## src/rtl/stbs_pkg.sv

```systemverilog
// Shared types, constants and helpers for the sorted table binary search block.
`default_nettype none

package stbs_pkg;

   // Fixed field widths.
   localparam int POS_W   = 10;
   localparam int COUNT_W = 11;

   // Defaults for the top-level parameters.
   localparam int DEFAULT_TABLE_DEPTH = 1024;
   localparam int DEFAULT_KEY_BITS    = 32;

   // Entries in the queue between the front and the back.
   localparam int QUEUE_DEPTH = 2;

   // Command codes of a request.
   localparam logic CMD_WRITE  = 1'b0;
   localparam logic CMD_LOOKUP = 1'b1;

   // Decoded operation handed from the front to the back.
   typedef struct packed {
      logic is_lookup;
      logic write_ok;
   } stbs_op_type;

   // Search sequencer states.
   typedef enum logic [2:0] {
      ST_IDLE,
      ST_FIRST,
      ST_LAST,
      ST_PROBE,
      ST_CHK_START,
      ST_CHK_END,
      ST_RESULT
   } stbs_state_type;

   // Width of a signed table index: it must hold the entry count in use,
   // one past it and minus one.
   function automatic int stbs_index_bits(input int depth);
      int aw1;
      aw1 = $clog2(depth) + 1;
      return ((aw1 < COUNT_W) ? aw1 : COUNT_W) + 1;
   endfunction

endpackage

`default_nettype wire

```

## src/rtl/stbs_back.sv

```systemverilog
// Back end: table writes and the binary search sequencer with its result register.
`default_nettype none

module stbs_back #(
   parameter int TABLE_DEPTH = stbs_pkg::DEFAULT_TABLE_DEPTH,
   parameter int KEY_BITS    = stbs_pkg::DEFAULT_KEY_BITS
) (
   input  wire logic                                   clock,
   input  wire logic                                   reset,
   input  wire logic                                   csr_valid,
   output logic                                        csr_ready,
   input  wire logic [stbs_pkg::COUNT_W-1:0]           csr_entry_count,
   input  wire logic                                   q_valid,
   input  wire stbs_pkg::stbs_op_type                  q_op,
   input  wire logic signed [stbs_pkg::stbs_index_bits(TABLE_DEPTH)-1:0] q_index,
   input  wire logic [KEY_BITS-1:0]                    q_key,
   output logic                                        q_pop,
   output logic                                        ram_wr_en,
   output logic [$clog2(TABLE_DEPTH)-1:0]              ram_addr,
   output logic [KEY_BITS-1:0]                         ram_wr_data,
   input  wire logic [KEY_BITS-1:0]                    ram_rd_data,
   output logic                                        rsp_valid,
   input  wire logic                                   rsp_ready,
   output logic                                        rsp_found,
   output logic [stbs_pkg::POS_W-1:0]                  rsp_match_position
);

   import stbs_pkg::*;

   localparam int AW = $clog2(TABLE_DEPTH);
   localparam int IW = stbs_index_bits(TABLE_DEPTH);
   localparam logic [31:0]          DEPTH32 = 32'(TABLE_DEPTH);
   localparam logic signed [IW-1:0] IDX_ONE = IW'(1);

   stbs_state_type        state_ff, state_in;
   logic [COUNT_W-1:0]    count_ff;
   logic [KEY_BITS-1:0]   key_ff, key_in;
   logic signed [IW-1:0]  n_ff, n_in;
   logic signed [IW-1:0]  start_ff, start_in;
   logic signed [IW-1:0]  end_ff, end_in;
   logic signed [IW-1:0]  mid_ff, mid_in;
   logic                  found_ff, found_in;
   logic [POS_W-1:0]      pos_ff, pos_in;
   logic                  rsp_valid_ff;
   logic                  rsp_found_ff;
   logic [POS_W-1:0]      rsp_pos_ff;
   logic                  rsp_load;
   logic                  out_free;
   logic signed [IW-1:0]  n_calc;
   logic signed [IW-1:0]  last_idx;
   logic signed [IW-1:0]  s_new;
   logic signed [IW-1:0]  e_new;
   logic [IW:0]           mid_sum;
   logic signed [IW-1:0]  mid_next;
   logic                  keep_going;
   logic                  key_lt;
   logic                  key_gt;
   logic                  key_eq;
   logic                  s_new_ok;
   logic                  start_ok;
   logic                  end_ok;

   // Entry count register; it is always ready for a write.
   assign csr_ready = 1'b1;

   always_ff @(posedge clock) begin
      if (reset) begin
         count_ff <= '0;
      end else if (csr_valid) begin
         count_ff <= csr_entry_count;
      end
   end

   // Entries in use, with a count above the table depth clamped to the depth.
   assign n_calc   = (32'(count_ff) > DEPTH32) ? IW'(TABLE_DEPTH) : IW'(count_ff);
   assign last_idx = n_ff - IDX_ONE;

   // Compare the search key against the entry read in the previous cycle.
   assign key_lt = (key_ff < ram_rd_data);
   assign key_gt = (key_ff > ram_rd_data);
   assign key_eq = (key_ff == ram_rd_data);

   // Bounds after this probe; the last-entry check seeds the full range.
   always_comb begin
      if (state_ff == ST_LAST) begin
         s_new = '0;
         e_new = last_idx;
      end else if (key_gt) begin
         s_new = mid_ff + IDX_ONE;
         e_new = end_ff;
      end else begin
         s_new = start_ff;
         e_new = mid_ff - IDX_ONE;
      end
   end

   assign mid_sum    = {1'b0, s_new} + {1'b0, e_new};
   assign mid_next   = $signed(mid_sum[IW:1]);
   assign keep_going = ((e_new - s_new) > IDX_ONE);
   assign s_new_ok   = !s_new[IW-1] && (s_new < n_ff);
   assign start_ok   = !start_ff[IW-1] && (start_ff < n_ff);
   assign end_ok     = !end_ff[IW-1] && (end_ff < n_ff);
   assign out_free   = !rsp_valid_ff || rsp_ready;

   // Next state.
   always_comb begin
      state_in = state_ff;
      case (state_ff)
         ST_IDLE: begin
            if (q_valid && q_op.is_lookup) begin
               state_in = (n_calc == '0) ? ST_RESULT : ST_FIRST;
            end
         end
         ST_FIRST: begin
            state_in = key_lt ? ST_RESULT : ST_LAST;
         end
         ST_LAST: begin
            if (key_gt) begin
               state_in = ST_RESULT;
            end else begin
               state_in = ST_PROBE;
            end
         end
         ST_PROBE: begin
            if (key_eq) begin
               state_in = ST_RESULT;
            end else if (keep_going) begin
               state_in = ST_PROBE;
            end else begin
               state_in = ST_CHK_START;
            end
         end
         ST_CHK_START: begin
            state_in = (start_ok && key_eq) ? ST_RESULT : ST_CHK_END;
         end
         ST_CHK_END: begin
            state_in = ST_RESULT;
         end
         ST_RESULT: begin
            if (out_free) begin
               state_in = ST_IDLE;
            end
         end
         default: begin
            state_in = ST_IDLE;
         end
      endcase
   end

   // Outputs and datapath updates per state.
   always_comb begin
      q_pop       = 1'b0;
      ram_wr_en   = 1'b0;
      ram_addr    = '0;
      ram_wr_data = q_key;
      rsp_load    = 1'b0;
      key_in      = key_ff;
      n_in        = n_ff;
      start_in    = start_ff;
      end_in      = end_ff;
      mid_in      = mid_ff;
      found_in    = found_ff;
      pos_in      = pos_ff;
      case (state_ff)
         ST_IDLE: begin
            found_in = 1'b0;
            pos_in   = '0;
            if (q_valid) begin
               q_pop = 1'b1;
               if (q_op.is_lookup) begin
                  key_in = q_key;
                  n_in   = n_calc;
               end else begin
                  ram_wr_en = q_op.write_ok;
                  ram_addr  = AW'(q_index);
               end
            end
         end
         ST_FIRST: begin
            ram_addr = AW'(last_idx);
         end
         ST_LAST: begin
            start_in = s_new;
            end_in   = e_new;
            mid_in   = mid_next;
            ram_addr = AW'(mid_next);
         end
         ST_PROBE: begin
            start_in = s_new;
            end_in   = e_new;
            if (key_eq) begin
               found_in = 1'b1;
               pos_in   = POS_W'(mid_ff);
            end else if (keep_going) begin
               mid_in   = mid_next;
               ram_addr = AW'(mid_next);
            end else begin
               ram_addr = s_new_ok ? AW'(s_new) : '0;
            end
         end
         ST_CHK_START: begin
            if (start_ok && key_eq) begin
               found_in = 1'b1;
               pos_in   = POS_W'(start_ff);
            end else begin
               ram_addr = end_ok ? AW'(end_ff) : '0;
            end
         end
         ST_CHK_END: begin
            if (end_ok && key_eq) begin
               found_in = 1'b1;
               pos_in   = POS_W'(end_ff);
            end
         end
         ST_RESULT: begin
            rsp_load = out_free;
         end
         default: begin
            rsp_load = 1'b0;
         end
      endcase
   end

   // Sequencer state.
   always_ff @(posedge clock) begin
      if (reset) begin
         state_ff <= ST_IDLE;
      end else begin
         state_ff <= state_in;
      end
   end

   // Search datapath registers.
   always_ff @(posedge clock) begin
      key_ff   <= key_in;
      n_ff     <= n_in;
      start_ff <= start_in;
      end_ff   <= end_in;
      mid_ff   <= mid_in;
      found_ff <= found_in;
      pos_ff   <= pos_in;
   end

   // Result register: the search may start the next request while it waits.
   always_ff @(posedge clock) begin
      if (reset) begin
         rsp_valid_ff <= 1'b0;
      end else if (rsp_load) begin
         rsp_valid_ff <= 1'b1;
      end else if (rsp_ready) begin
         rsp_valid_ff <= 1'b0;
      end
   end

   always_ff @(posedge clock) begin
      if (rsp_load) begin
         rsp_found_ff <= found_ff;
         rsp_pos_ff   <= pos_ff;
      end
   end

   assign rsp_valid          = rsp_valid_ff;
   assign rsp_found          = rsp_found_ff;
   assign rsp_match_position = rsp_pos_ff;

   // While probing, the midpoint lies inside the live range and the range inside the table.
   assert property (@(posedge clock) disable iff (reset)
      (state_ff == ST_PROBE) |->
         (!start_ff[IW-1] && (mid_ff >= start_ff) && (mid_ff <= end_ff) && (end_ff < n_ff)))
      else $error("search bounds out of order");

   // The table is written only between searches.
   assert property (@(posedge clock) disable iff (reset)
      ram_wr_en |-> (state_ff == ST_IDLE))
      else $error("table write during a search");

   // A miss reports position zero.
   assert property (@(posedge clock) disable iff (reset)
      (rsp_valid && !rsp_found) |-> (rsp_match_position == '0))
      else $error("miss with nonzero position");

   // A finished search with a free result slot always shows a result next cycle.
   assert property (@(posedge clock) disable iff (reset)
      ((state_ff == ST_RESULT) && out_free) |=> rsp_valid_ff)
      else $error("finished search lost its result");

endmodule

`default_nettype wire
```

## config.mk

```make
export PLATFORM = sky130hd
export DESIGN_NAME = stbs_back
export DESIGN_NICKNAME = d
export VERILOG_FILES = /design/src/rtl/stbs_pkg.sv /design/src/rtl/stbs_back.sv
export SDC_FILE = /design/constraint.sdc
export NUM_CORES = 1
export LEC_CHECK = 0
export ABC_CLOCK_PERIOD_IN_PS = 9700
export BUFFER_PORTS_ARGS = -buffer_cell sky130_fd_sc_hd__clkbuf_2
export CAP_MARGIN = 40
export CORE_MARGIN = 2
export CORE_UTILIZATION = 45
export CTS_CLUSTER_DIAMETER = 30
export DETAILED_ROUTE_END_ITERATION = 10
export GPL_TIMING_DRIVEN = 1
export MAX_ROUTING_LAYER = met4
export PLACE_DENSITY = 0.67
export SYNTH_ARGS = -nofsm -noshare
export SYNTH_HDL_FRONTEND = slang
export SYNTH_SLANG_ARGS = --single-unit
```

## constraint.sdc

```tcl
create_clock -name clock -period 9.7 [get_ports clock]
set_input_delay 1.94 -clock clock [delete_from_list [all_inputs] [get_ports clock]]
set_output_delay 1.94 -clock clock [all_outputs]
set_load 0.01 [all_outputs]
```

==> results of run 1 <==
## through the flow
| stage | area [um2] | util [%] | instances | setup WS [ns] | hold WS, ns |
|---|---|---|---|---|---|
| 6_report | 9550 | 53.5 | 1195 | 0.351 | 0.417 |
| 5_1_grt | 9550 | 53.5 | 1195 | 0.0328 | 0.422 |
| 4_1_cts | 9510 | 53.3 | 1194 | 0.183 | 0.420 |
| 3_5_place_dp | 8950 | 50.2 | 1162 | 0.198 | 0.408 |
| 3_3_place_gp | 8910 | 49.9 | 1158 | 0.241 | 0.403 |
| 2_1_floorplan | 8130 | - | 831 | 0.862 | 0.400 |
## per-layer routing
layer / up-vias / part of all wire [%] / track usage, %
met4: 0 / 2.1 / 7.04
met1: 3088 / 45 / 28.7
met3: 29 / 5.2 / 5.09
li1: 3242 / - / -
met2: 202 / 48 / 35.8
met5: - / 0 / -
## final cells by class
class / instances / area share [%]
clock buffer: 24 / 5.06
clock inverter: 8 / 0.786
inverter: 72 / 2.83
multi-input combinational: 577 / 43.7
sequential: 116 / 34.9
tap: 229 / 3.00
timing repair buffer: 169 / 9.73
## logic make-up after synthesis
logic type	after synthesis	synth area share, %
buffers and inverters	139	8.24
other	1	0.0462
DFF	116	41.0
muxes	16	1.97
adders and majority gates	90	14.0
xor gates and xnor gates	39	4.20
AOI/OAI and AO/OA	195	16.4
and+or+nand+nor	235	14.0
## worst paths after layout
path	to	slack [ns]	cells after the start
max	ram_addr[5]	0.35	26
min	rsp_match_position[8]$_DFFE_PP_	0.42	0
max reg2reg	mid_ff[2]$_DFFE_PP_	4.27	20
min reg2reg	rsp_match_position[8]$_DFFE_PP_	0.42	0
## registers in the layout (all words and copies together) (netlist names)
name / flops
pos_ff: 10
found_ff: 1
rsp_match_position: 10
mid_ff: 12
start_ff: 12
end_ff: 12
key_ff: 32
rsp_valid: 1
state_ff: 3
n_ff: 11
rsp_found: 1
count_ff: 11
## where the power goes
| part | internal, W | leakage (nW) | total, W | switching [W] |
|---|---|---|---|---|
| Sequential | 0.000777 | 1.08 | 0.000898 | 0.000120 |
| Clock | 0.000372 | 0.261 | 0.000589 | 0.000217 |
| Combinational | 0.000817 | 2.89 | 0.00207 | 0.00125 |
## timing repair
| action | CTS | global route |
|---|---|---|
| buffers inserted | 0 | 0 |
| setup endpoints to repair | 0 | 10 |
| gates resized for setup | 0 | 9 |
## cell usage in the layout, fill, tap and decap left out, types with 5 or more instances in the layout
cell	synthesis	routed
clkbuf_2	1	147
edfxtp_1	101	101
ha_1	88	88
nand2_1	73	73
inv_1	70	70
o21ai_0	58	56
nor2_1	53	53
a21oi_1	34	33
xnor2_1	25	25
nand3_1	21	21
buf_4	34	19
nor2b_1	18	18
a22o_1	18	18
clkbuf_16	0	18
mux2i_1	16	16
a221oi_1	15	15
dfxtp_1	15	15
xor2_1	14	14
nand2b_1	12	12
nand4_1	12	12
nor3_1	11	11
a21o_1	11	11
o211ai_1	11	11
or3_1	8	7
and4_1	5	5
a211oi_1	5	5
a2111oi_0	5	5
clkbuf_1	22	5
## worst reg2reg max path: cells and delay by family, from the launching register on
family                   cells  cell delay (ns)
flip-flops                   1             0.38
AO/OA/AOI/OAI               11             2.74
XOR/XNOR                     1             0.27
AND/OR/NAND/NOR              2             0.15
buffers and inverters        4             0.72
adder cells (fa/ha/maj)      2             0.83
==> results_dict.tcl, run 1 <==
set metrics [dict create \
    cts_hold_buf 0 \
    worst_clock_skew_ns 0.00877 \
    cap_violations 0 \
    insertion_delay_ns 0.42 \
    drt_iter0_markers 548 \
    first_global_vias 6245 \
    synth_cells 831 \
    min_from "pos_ff[8]$_DFFE_PP_" \
    cts_tree "built" \
    clock.fmax_mhz 107 \
    drt_wl_total_um 20900 \
    setup_viol 0 \
    critical-path-top-delay-family "compound AO/OA/AOI/OAI gates" \
    slew_violations 0 \
    n_fill_cell 1592 \
    status "completed" \
    num_vias 6561 \
    grt_overflow 0 \
    ys.flop_type "edfxtp_1" \
    tightestPinTransition_ns 0.866 \
    die-area_um2 19100 \
    peakVddDrop_mv 0.181 \
    fin_tns_setup_ns 0 \
    yosys_warnings 0 \
    rows 49 \
    timing.rr.start "key_ff[14]$_DFFE_PP_" \
    viasPerCell 5.49 \
    cts_buffer_depth 2 \
    die_w_um 138 \
    min_path_type "reg2reg" \
    cts.sink_count 116 \
    yosys-top-cells-area "edfxtp_1 (37%), ha_1 (14%), dfxtp_1 (3.7%), o21ai_0 (3.6%), nand2_1 (3.4%)" \
    cp_slowest_cell "o41ai_4" \
    cp.required_ns 7.76 \
    clockRootBuffer "clkbuf_16" \
    synth_top_area_share_pct 37.3 \
    grt_setup_unrepaired "no" \
    yosys-top-cells-count "edfxtp_1 (101), ha_1 (88), nand2_1 (73), inv_1 (70), o21ai_0 (58)" \
    layout-drive-gt1-share_pct 22.5 \
    io_pins 151 \
    yosysSeqAreaShare_pct 41.0 \
    grt_max_degree 37 \
    syn_area_per_cell_um2 9.78 \
    synth_most_common_cell "edfxtp_1" \
    firstDrtPassIters 5 \
    multiInputGateArea_um2 4170 \
    synthesis.nets 1015 \
    layout.area.seq_um2 3330 \
    grt_pass1_wl_um 32900 \
    p_leak_nw 4.23 \
    synth_top_area_cell "edfxtp_1" \
    fin_nets 1137 \
    start_util_pct 45.5 \
    finalPower_w 0.00355 \
    wire_per_inst_um 17.5 \
    pwr_density_cell_nw_per_um2 372 \
    drc 0 \
    crit_path_max_incr_delay_ns 0.51 \
    netlist_area_um2 8130 \
    crit_path_end_kind "output pin" \
    htreeDepth 4 \
    crit_arrival_ns 7.41 \
    gp_congestion 0.971 \
    timing.final.crit_share_pct 96.4 \
    antennaDiodeCount 0 \
    worstPathMaxFanout 22 \
    ys_types 67 \
    dp_hpwl_um 16000 \
    cp.buffers_inverters 6 \
    grtUsageTotal_pct 22.5 \
    timing.slew.headroom_pct 40.8 \
    finalHoldViolCount 0 \
    area_delta_synth_final_pct 17.5 \
    synth_edf_count 101 \
    critPathKind "in2out" \
    numPortBuffers 147 \
    startpoint_type "primary input" \
    period_needed_ns 9.35 \
    path_clk_slew_ns 0.05 \
    coreArea_um2 17800 \
    cts_buffers 17 \
    antenna_found_initial 0 \
    ant_nets 0 \
    synth_seq_cells 116 \
    die_height_um 138 \
    crit_start "ram_rd_data[14]" \
    postSynth.asyncResetShare_pct 0 \
]
(Power assumes the default switching activity.)
==> run 2: changes to the inputs <==
--- a/config.mk
+++ b/config.mk
@@ -10,6 +10,7 @@
 export CAP_MARGIN = 40
 export CORE_MARGIN = 2
 export CORE_UTILIZATION = 45
+export CTS_BUF_LIST = sky130_fd_sc_hd__clkbuf_8
 export CTS_CLUSTER_DIAMETER = 30
 export DETAILED_ROUTE_END_ITERATION = 10
 export GPL_TIMING_DRIVEN = 1
==> constraint.sdc (replaced) <==
create_clock -name clock -period 9.7 [get_ports clock]
set_input_delay 1.94 -clock clock [delete_from_list [all_inputs] [get_ports clock]]
set_output_delay 1.94 -clock clock [all_outputs]
set_load 0.02 [all_outputs]
==> results_dict.tcl, run 2 (synthesized netlist as in run 1, its figures left out) <==
set metrics [dict create \
    fin_nets 1140 \
    worst_clock_skew_ns 0.0126 \
    postLayoutCellArea_um2 9370 \
    period_needed_ns 9.46 \
    finalHoldViolCount 0 \
    io_pins 151 \
    comb_power_share_pct 62.4 \
    worstPathMaxFanout 9 \
    cp.required_ns 7.76 \
    crit_start "ram_rd_data[5]" \
    crit_arrival_ns 7.52 \
    clock.fmax_mhz 106 \
    grt_max_degree 36 \
    power.net_switching_w 0.00161 \
    drc 0 \
    cts_tree "built" \
    startpoint_type "primary input" \
    cts_buffer_depth 2 \
    dp_hpwl_um 16000 \
    reg2reg_to "mid_ff[5]$_DFFE_PP_" \
    finalPower_w 0.00344 \
    drt_iter0_markers 478 \
    layout_setup_ws_ns 0.243 \
    final_common_cell "clkbuf_2" \
    n_fill_cell 1655 \
    largest_reg_flops 32 \
    die_height_um 138 \
    tightestPinTransition_ns 0.859 \
    path_clk_slew_ns 0.06 \
    critPathKind "in2out" \
    pwr_density_cell_nw_per_um2 367 \
    largest-register "key_ff" \
    swShare_pct 46.7 \
    setup.worst_path.end "ram_addr[3]" \
    grt_overflow 0 \
    area_delta_synth_final_pct 15.3 \
    clockRootBuffer "clkbuf_8" \
    drt_wl_total_um 20400 \
    gp_congestion 0.956 \
    timing.rr.start "key_ff[5]$_DFFE_PP_" \
    min_path_type "reg2reg" \
    pwr-share-seq_pct 26.0 \
    setup_viol 0 \
    internal_power_w 0.00183 \
    first_global_vias 6249 \
    numPortBuffers 147 \
    htreeDepth 4 \
    timing.slew.headroom_pct 42.6 \
    grtUsageTotal_pct 21.9 \
    cts_buffers 17 \
    most-common-layout-cells "clkbuf_2 (144), edfxtp_1 (101), ha_1 (87)" \
    wire_per_inst_um 17.0 \
    start_util_pct 45.5 \
    grt_pass1_wl_um 32100 \
    status "completed" \
    r2r_slack_ns 4.34 \
    fin_tns_setup_ns 0 \
    insertion_delay_ns 0.44 \
    layout-drive-gt1-share_pct 22.8 \
    coreArea_um2 17800 \
    die_w_um 138 \
    ant_nets 0 \
    timing.final.crit_share_pct 97.5 \
    firstDrtPassIters 5 \
    num_vias 6537 \
    placed_cell_area_um2 8960 \
    reg2regPathDepth 21 \
    cts.sink_count 116 \
    crit_path_end_kind "output pin" \
    clkPwrFrac_pct 11.7 \
    die-area_um2 19100 \
    rows 49 \
    post-place-ws_ns 0.287 \
    peakVddDrop_mv 0.174 \
    slew_violations 0 \
    cap_violations 0 \
    antenna_found_initial 1 \
    viasPerCell 5.45 \
    p_leak_nw 4.18 \
]
==> run 2: changes by cell type in the layout (fill, tap and decap cells not counted), moves of 5 or more <==
cell | before | now
clkbuf_8 | 1 | 19
clkbuf_1 | 5 | 0
clkbuf_16 | 18 | 0
o21ai_0 | 56 | 50
o21ai_1 | 2 | 8
buf_4 | 19 | 25
==> run 2: power groups by stage <==
| stage | Sequential [W] | Combinational, W | Clock [W] |
|---|---|---|---|
| 6_report | 0.000893 | 0.00214 | 0.000401 |
| 3_3_place_gp | 0.000900 | 0.00203 | 0 |
| 3_5_place_dp | 0.000902 | 0.00206 | 0 |
| 5_1_grt | 0.000910 | 0.00234 | 0.000429 |
| 2_1_floorplan | 0.000839 | 0.00153 | 0 |
| 4_1_cts | 0.000891 | 0.00207 | 0.000410 |
==> run 2: final cells by class <==
type                       instances  area (um2)  share of cell area, %
inverter                          72         270                   2.88
antenna                            1        2.50                 0.0267
multi-input combinational        576        4160                   44.4
clock buffer                      19         262                   2.79
tap                              229         287                   3.06
timing repair buffer             173         965                   10.3
clock inverter                    13        95.1                   1.01
sequential                       116        3330                   35.6
==> run 2: worst min path at each step <==
stage / to / start / slack (ns) / cells after the start
2_1_floorplan: rsp_found$_DFFE_PP_ / found_ff$_DFFE_PP_ / 0.40 / 0
6_report: rsp_found$_DFFE_PP_ / found_ff$_DFFE_PP_ / 0.42 / 0
4_1_cts: rsp_found$_DFFE_PP_ / found_ff$_DFFE_PP_ / 0.42 / 0
3_3_place_gp: rsp_match_position[0]$_DFFE_PP_ / pos_ff[0]$_DFFE_PP_ / 0.40 / 0
5_1_grt: rsp_match_position[4]$_DFFE_PP_ / pos_ff[4]$_DFFE_PP_ / 0.42 / 0
3_5_place_dp: rsp_found$_DFFE_PP_ / found_ff$_DFFE_PP_ / 0.40 / 0
==> run 2: what timing repair did <==
action	CTS	global route
endpoints found under the setup margin	0	10
gates resized for setup	0	19
hold endpoints to repair	0	0
hold buffers	0	0
buffers inserted	0	2
==> run 2: worst max-delay path, cell delays in order <==
cell	delay [ns]
clkbuf_2	0.08
inv_1	0.04
ha_1	0.30
a21oi_1	0.16
o21ai_0	0.10
a221o_1	0.32
o31a_1	0.30
o21ai_4	0.26
nand2_1	0.10
and2_1	0.20
nor2_1	0.16
ha_1	0.22
inv_1	0.06
fa_1	0.40
a21oi_2	0.21
o211ai_1	0.14
and3_1	0.23
a2111oi_1	0.29
nand4_1	0.25
o41ai_4	0.55
nand3_1	0.18
or3_4	0.40
buf_4	0.19
o21ai_1	0.20
clkbuf_2	0.20
==> run 2: layer usage <==
metal | up-vias | share of wire [%] | GRT usage, %
met4 | 0 | 2.5 | 7.79
li1 | 3234 | - | -
met2 | 210 | 47 | 35.1
met3 | 44 | 6.1 | 5.09
met1 | 3049 | 44 | 27.3
met5 | - | 0 | -
==> run 2: stage by stage <==
stage | instances | hold WS, ns | util (%)
final | 1199 | 0.419 | 52.5
after global routing | 1199 | 0.424 | 52.5
after CTS | 1196 | 0.419 | 52.2
after detailed placement | 1164 | 0.405 | 50.2
after global placement | 1160 | 0.404 | 50.0
after floorplan | 831 | 0.400 | -
